**config.mk**
```make
export PLATFORM = sky130hd
export DESIGN_NAME = vlpht_ctrl
export DESIGN_NICKNAME = d
export VERILOG_FILES = /design/src/sv/vlpht_pkg.sv /design/src/sv/vlpht_ctrl.sv
export SDC_FILE = /design/constraint.sdc
export NUM_CORES = 1
export LEC_CHECK = 0
export BUFFER_PORTS_ARGS = -buffer_cell sky130_fd_sc_hd__buf_2
export CAP_MARGIN = 20
export CORE_ASPECT_RATIO = 1.75
export CORE_MARGIN = 3
export CORE_UTILIZATION = 49
export CTS_BUF_LIST = sky130_fd_sc_hd__clkbuf_16
export CTS_CLUSTER_DIAMETER = 120
export DETAILED_ROUTE_END_ITERATION = 8
export GPL_TIMING_DRIVEN = 0
export PLACE_DENSITY_LB_ADDON = 0.25
export SYNTH_ARGS = -nofsm -noshare
export SYNTH_HDL_FRONTEND = slang
export SYNTH_SLANG_ARGS = --single-unit
```
**constraint.sdc**
```tcl
create_clock -name clk_i -period 4.25 [get_ports clk_i]
set_clock_uncertainty 0.2 [all_clocks]
set_input_delay 0.2125 -clock clk_i [delete_from_list [all_inputs] [get_ports clk_i]]
set_output_delay 0.2125 -clock clk_i [all_outputs]
set_load 0.01 [all_outputs]
```
**src/sv/vlpht_pkg.sv**
```systemverilog
package vlpht_pkg;

  localparam int INDEX_BITS = 10;
  localparam int KEY_BITS   = 32;
  localparam int VALUE_BITS = 20;
  localparam int TAG_BITS   = 8;
  localparam int CMD_BITS   = 2;

  typedef enum logic [CMD_BITS-1:0] {
    CMD_FIND   = 2'd0,
    CMD_INSERT = 2'd1,
    CMD_CLEAR  = 2'd2
  } cmd_e;

  typedef enum logic [2:0] {
    ST_IDLE,
    ST_SWEEP,
    ST_READ,
    ST_PROBE,
    ST_REPLY
  } state_e;

  typedef struct packed {
    logic [KEY_BITS-1:0]   key;
    logic [VALUE_BITS-1:0] value;
    logic [TAG_BITS-1:0]   tag;
  } slot_t;

  localparam int SLOT_BITS = $bits(slot_t);

  typedef struct packed {
    logic                  found;
    logic [VALUE_BITS-1:0] value_out;
    logic                  stored;
  } result_t;

  typedef struct packed {
    logic                  we;
    logic [INDEX_BITS-1:0] waddr;
    slot_t                 wdata;
    logic [INDEX_BITS-1:0] raddr;
  } ram_req_t;

endpackage

```
**src/sv/vlpht_ctrl.sv**
```systemverilog
module vlpht_ctrl import vlpht_pkg::*; (
  input  logic                  clk_i,
  input  logic                  rst_ni,
  input  logic                  in_valid_i,
  output logic                  in_ready_o,
  input  logic [CMD_BITS-1:0]   cmd_i,
  input  logic [KEY_BITS-1:0]   key_i,
  input  logic [VALUE_BITS-1:0] value_i,
  output logic                  res_valid_o,
  input  logic                  res_ready_i,
  output result_t               res_o,
  output ram_req_t              ram_req_o,
  input  slot_t                 rd_data_i
);

  localparam logic [TAG_BITS-1:0] TAG_FIRST = TAG_BITS'(1);

  state_e                state_q, state_d;
  logic [CMD_BITS-1:0]   cmd_q;
  logic [KEY_BITS-1:0]   key_q;
  logic [VALUE_BITS-1:0] value_q;
  logic [INDEX_BITS-1:0] pos_q, pos_d;
  logic [INDEX_BITS-1:0] cnt_q, cnt_d;
  logic [TAG_BITS-1:0]   live_q, live_d;
  logic                  sweep_reply_q, sweep_reply_d;
  result_t               res_q, res_d;

  logic accept;
  logic tag_live;
  logic key_eq;
  logic stop;
  logic last;
  logic live_wrap;

  assign accept    = in_valid_i && (state_q == ST_IDLE);
  assign tag_live  = (rd_data_i.tag == live_q);
  assign key_eq    = (rd_data_i.key == key_q);
  assign stop      = !tag_live || key_eq;
  assign last      = &cnt_q;
  assign live_wrap = &live_q;

  // next state
  always_comb begin
    state_d = state_q;
    unique case (state_q)
      ST_IDLE: begin
        if (in_valid_i) begin
          unique case (cmd_i)
            CMD_FIND, CMD_INSERT: state_d = ST_READ;
            CMD_CLEAR:            state_d = live_wrap ? ST_SWEEP : ST_REPLY;
            default:              state_d = ST_REPLY;
          endcase
        end
      end
      ST_SWEEP: begin
        if (&pos_q) begin
          state_d = sweep_reply_q ? ST_REPLY : ST_IDLE;
        end
      end
      ST_READ:  state_d = ST_PROBE;
      ST_PROBE: begin
        if (stop || last) begin
          state_d = ST_REPLY;
        end
      end
      ST_REPLY: begin
        if (res_ready_i) begin
          state_d = ST_IDLE;
        end
      end
      default:  state_d = ST_IDLE;
    endcase
  end

  // outputs
  always_comb begin
    in_ready_o      = (state_q == ST_IDLE);
    res_valid_o     = (state_q == ST_REPLY);
    ram_req_o.we    = 1'b0;
    ram_req_o.waddr = pos_q;
    ram_req_o.wdata = '{key: key_q, value: value_q, tag: live_q};
    ram_req_o.raddr = pos_q;
    unique case (state_q)
      ST_SWEEP: begin
        ram_req_o.we    = 1'b1;
        ram_req_o.wdata = '0;
      end
      ST_PROBE: begin
        ram_req_o.we    = stop && (cmd_q == CMD_INSERT);
        ram_req_o.raddr = pos_q + INDEX_BITS'(1);
      end
      default: begin
      end
    endcase
  end

  // datapath
  always_comb begin
    pos_d         = pos_q;
    cnt_d         = cnt_q;
    live_d        = live_q;
    sweep_reply_d = sweep_reply_q;
    res_d         = res_q;
    unique case (state_q)
      ST_IDLE: begin
        if (accept) begin
          pos_d = key_i[INDEX_BITS-1:0];
          cnt_d = '0;
          res_d = '0;
          if (cmd_i == CMD_CLEAR) begin
            // wrap restarts the generation and forces a tag sweep
            live_d = live_wrap ? TAG_FIRST : live_q + TAG_FIRST;
            if (live_wrap) begin
              pos_d         = '0;
              sweep_reply_d = 1'b1;
            end
          end
        end
      end
      ST_SWEEP: pos_d = pos_q + INDEX_BITS'(1);
      ST_PROBE: begin
        if (stop) begin
          res_d.found     = (cmd_q == CMD_FIND) && tag_live;
          res_d.value_out = ((cmd_q == CMD_FIND) && tag_live) ? rd_data_i.value : '0;
          res_d.stored    = (cmd_q == CMD_INSERT);
        end else begin
          pos_d = pos_q + INDEX_BITS'(1);
          cnt_d = cnt_q + INDEX_BITS'(1);
        end
      end
      default: begin
      end
    endcase
  end

  always_ff @(posedge clk_i or negedge rst_ni) begin
    if (!rst_ni) begin
      state_q       <= ST_SWEEP;
      pos_q         <= '0;
      cnt_q         <= '0;
      live_q        <= TAG_FIRST;
      sweep_reply_q <= 1'b0;
    end else begin
      state_q       <= state_d;
      pos_q         <= pos_d;
      cnt_q         <= cnt_d;
      live_q        <= live_d;
      sweep_reply_q <= sweep_reply_d;
    end
  end

  always_ff @(posedge clk_i) begin
    if (accept) begin
      cmd_q   <= cmd_i;
      key_q   <= key_i;
      value_q <= value_i;
    end
    res_q <= res_d;
  end

  assign res_o = res_q;

endmodule

```
==> impl.org <==
** Run status
- The run finished with clean final reports.

** Placement
- Dpl cells :: 816
- Routability-driven placement finished with a final weighted congestion of 0.961.
- Dpl hpwl :: 11500 µm
- Input and output buffers added on the ports amount to 222.

** Min path
- Class of the most critical hold timing path :: input pin to register

** Synth
- Sorting the synthesized cells by area gives the leading types as edfxtp_1, dfrtp_1, and2_1, xnor2_1, xor2_1.
- For this run, the number of Yosys warnings is 0.
- When the netlist entered floorplanning its net count stood at 583.
- Post-Synthesis Mean Instance Area :: 11.8 µm²
- Gate Count Post-Synth :: 462
- Synthesis inferred 108 register bits.
- Summing every instance area after synthesis gives 0.00544 mm².
- Counting flops with a built-in enable in the synthesized netlist gives 76.
- Post-synth top area cell :: edfxtp_1
- The most used flip-flop cell after synthesis is edfxtp_1.
- Number of distinct library cells after synthesis :: 56
- Part of the Yosys area used for sequential elements :: 56.7%
- Share of the synthesized area in the top cell type :: 41.9%
- Share of flip-flops with an asynchronous set or reset :: 29.6%

** Die
- The floorplan has 50 rows.
- Boundary pin count :: 223
- Vertical extent of the die :: 145 µm
- Die X :: 85.7 µm
- The floorplan step defined a core boundary enclosing 0.0108 mm².
- The floorplan step defined a die boundary enclosing 0.0125 mm².
- Once the floorplan was initialized, standard cells occupied 50.6% of the core.

** Power
- Leak Pwr :: 3.46 nW
- Across the VDD grid, the largest voltage drop is 0.242 mV.
- Power spread over the standard cell area amounts to 277 mW/mm².

** CTS
- Cells resized by post-CTS repair :: 0
- Clock Tree Buf Depth :: 2
- Clock tree from TritonCTS :: done
- CTS H-Tree Depth :: 3
- The cell sitting at the root of the clock tree is a clkbuf_16.
- Number of sinks handled by clock tree synthesis :: 108
- Later-pin clock latency in the skew report :: 340 ps
- Clock-pin slew was measured on the worst setup and hold paths at 70 ps.
- Buffers inserted during clock tree synthesis total 9.

** Flow run
- Max-capacitance violation count :: 0

** Route
- Met2 wire len :: 9310 µm
- After detailed routing, no signal wire sits above met4.
- For this run, design rule violations remaining after detail routing come to 0.
- Summed over all layers, the routed wires come to 16700 µm.
- First-iteration detailed-routing DRC count :: 275
- Using the TritonRoute via totals, the vias-per-cell ratio works out to 5.35.
- First-pass iteration count of the detailed router :: 6
- Routed Antenna Nets :: 0
- For this block, the via count after detailed routing is 4849.
- Routed length on met3 :: 1110 µm
- Routed metal-1 wire length :: 5640 µm
- In the final routed layout, each cell accounts on average for 18.4 µm.

** Worst setup path
- Among all stages on the critical path, the largest delay is contributed by dfstp_2.
- The most numerous cell type found on the critical path is nand2_1.
- Endpoint arrival time on the critical path :: 2570 ps
- Data on the critical path is required at its endpoint by 3840 ps.
- On the worst path, the slowest cell contributes a delay of 520 ps.
- Buffers & Inverters on Critical Path :: 4
- The critical path goes through buf_4 -> nor2b_1 -> clkbuf_1 -> nand2_1 -> clkbuf_1 -> nor3b_1 -> nand2_1 -> nand2_1 -> buf_2.
- Startpoint kind of the worst setup timing path :: register
- The worst setup path is captured at an output port.
- In this run the worst path has a maximum fanout of 10.
- Setup Crit Path Kind :: register to output port
- Broken down by cell family, the worst path's largest delay share belongs to buffers and inverters.

** Global routing
- For this run the aggregate overflow at the end of global routing stands at 0.
- Total track usage :: 27.1%
- Wire length of the first global-routing pass :: 26200 µm
- Maximum number of pins on one net before global-route repair :: 52
- Antenna violations before repair :: 0
- Number of global-route vias before repair :: 4975

** Layout
- Finished Layout Cells :: 907
- Relative to the synthesized area, the layout overhead comes to 43.9%.
- The net count of the finished layout is 893.
- Antenna fix cells :: 0
- The post-route netlist has 35.5% of its cells at a drive strength greater than 1.

** Timing
- Slew @ Worst Pin :: 730 ps
- Counting I/O delays and the setup requirement, the final critical path takes 2980 ps.
- The number of pins exceeding their max-slew limit in the final report is 0.
- Setup repair after global routing left no endpoint under its margin.
- F_max :: 335 MHz
- Worst hold slack across all endpoints :: 170 ps
- Final count of negative-setup-slack endpoints :: 0
- Number of failing hold endpoints at the final stage :: 0
- Headroom to the max-slew limit came out at 51.3%.
- Final Cycle Share :: 70.1%
Yosys cell counts, drive strengths merged (2+ instances only):
master   number
nor4          6
or2           5
a31oi         7
a21oi        10
o2bb2ai       7
nor2         29
nor3          7
inv           4
edfxtp       76
mux2          4
a221o         7
xor2         15
nor3b         2
o21ai        14
buf           9
dfrtp        30
a21o          3
and2         81
xnor2        42
o211ai        3
nand4        12
nand2        27
nand2b        4
clkbuf       16
nand3        15
or3           3
dfstp         2
ha            3
and3          7
worst paths after layout:
check | startpoint | to | slack (ps) | cells past startpoint
max | state_q[0] | ram_req_o[80] | 1270 | 9
min | res_ready_i | state_q[0] | 170 | 5
max reg2reg | key_q[12] | res_o[5] | 1590 | 6
min reg2reg | sweep_reply_q | sweep_reply_q | 260 | 1
max in group asynchronous | rst_ni | cnt_q[6] | 3100 | 2
min in group asynchronous | rst_ni | live_q[1] | 280 | 2
stage by stage:
step	cell area [µm²]	util (%)	setup WS [ps]	total power [W]	setup TNS, ps
floorplan	5440	-	662	0.00117	0
global placement	6720	62.4	-182	0.00123	-3980
detailed placement	6770	62.9	1600	0.00124	0
CTS	7830	72.8	1280	0.00217	0
global route	7830	72.8	1020	0.00223	0
finish	7830	72.8	1270	0.00217	0
per-layer routing:
metal | vias to the layer above | GRT usage (%)
li1 | 2256 | -
met1 | 2311 | 29.2
met2 | 232 | 50.5
met3 | 50 | 4.87
met4 | 0 | 11.3
met5 | - | 0
power by group:
part | switching, W | internal, W
registers | 0.000000842 | 0.00112
clock network | 0.000374 | 0.000517
logic | 0.0000541 | 0.0000969
total | 0.000428 | 0.00174
logic make-up (layout without fill, tap and decap cells):
group                    Yosys count  in the layout  synth area share (%)
AO/OA/AOI/OAI                     59             59                  7.84
XOR/XNOR                          57             57                  9.31
adder cells (fa/ha/maj)            3              3                 0.690
buffers and inverters             30            345                  2.69
flip-flops                       108            108                  56.7
multiplexers                       4              4                 0.965
AND/OR/NAND/NOR                  201            201                  21.8
state kept, by name, indices dropped and copies added, names as in the netlist, 2 cells and up:
register and count:
live_q 8, pos_q 10, value_q 20, state_q 3, cnt_q 10, res_o 22, key_q 32, cmd_q 2
final cells by class:
cell class                 count  area, µm²
buffer                        25        128
clock buffer                   9        225
clock inverter                 7       92.6
fill                         717       2930
inverter                       5       20.0
multi-input combinational    324       2220
sequential                   108       3090
tap                          130        163
timing repair buffer         299       1900
cells in the final DEF (no fill, tap or decap), drive strengths merged, types with 2 or more instances in the layout:
master | Yosys | final
buf | 9 | 233
and2 | 81 | 81
edfxtp | 76 | 76
dlygate4sd3 | 0 | 75
xnor2 | 42 | 42
dfrtp | 30 | 30
nor2 | 29 | 29
nand2 | 27 | 27
clkbuf | 16 | 25
nand3 | 15 | 15
xor2 | 15 | 15
o21ai | 14 | 14
nand4 | 12 | 12
a21oi | 10 | 10
inv | 4 | 8
nor3 | 7 | 7
and3 | 7 | 7
a221o | 7 | 7
o2bb2ai | 7 | 7
a31oi | 7 | 7
nor4 | 6 | 6
or2 | 5 | 5
nand2b | 4 | 4
mux2 | 4 | 4
a21o | 3 | 3
or3 | 3 | 3
o211ai | 3 | 3
ha | 3 | 3
nor3b | 2 | 2
bufinv | 0 | 2
dfstp | 2 | 2
repair_timing:
| item | 4_1_cts | 5_1_grt |
|---|---|---|
| endpoints found under the setup margin | 0 | 0 |
| buffers inserted | 0 | 0 |
| hold buffers | 75 | 0 |
| hold endpoints to repair | 108 | 0 |
worst register-to-register path, delay by kind of cell (launching register included):
| kind | cells | cell delay (ps) |
|---|---|---|
| xor gates and xnor gates | 1 | 180 |
| buffers and inverters | 1 | 220 |
| DFF | 1 | 430 |
| and+or+nand+nor | 2 | 770 |
| AOI/OAI and AO/OA | 2 | 550 |
(Power assumes the default switching activity.)
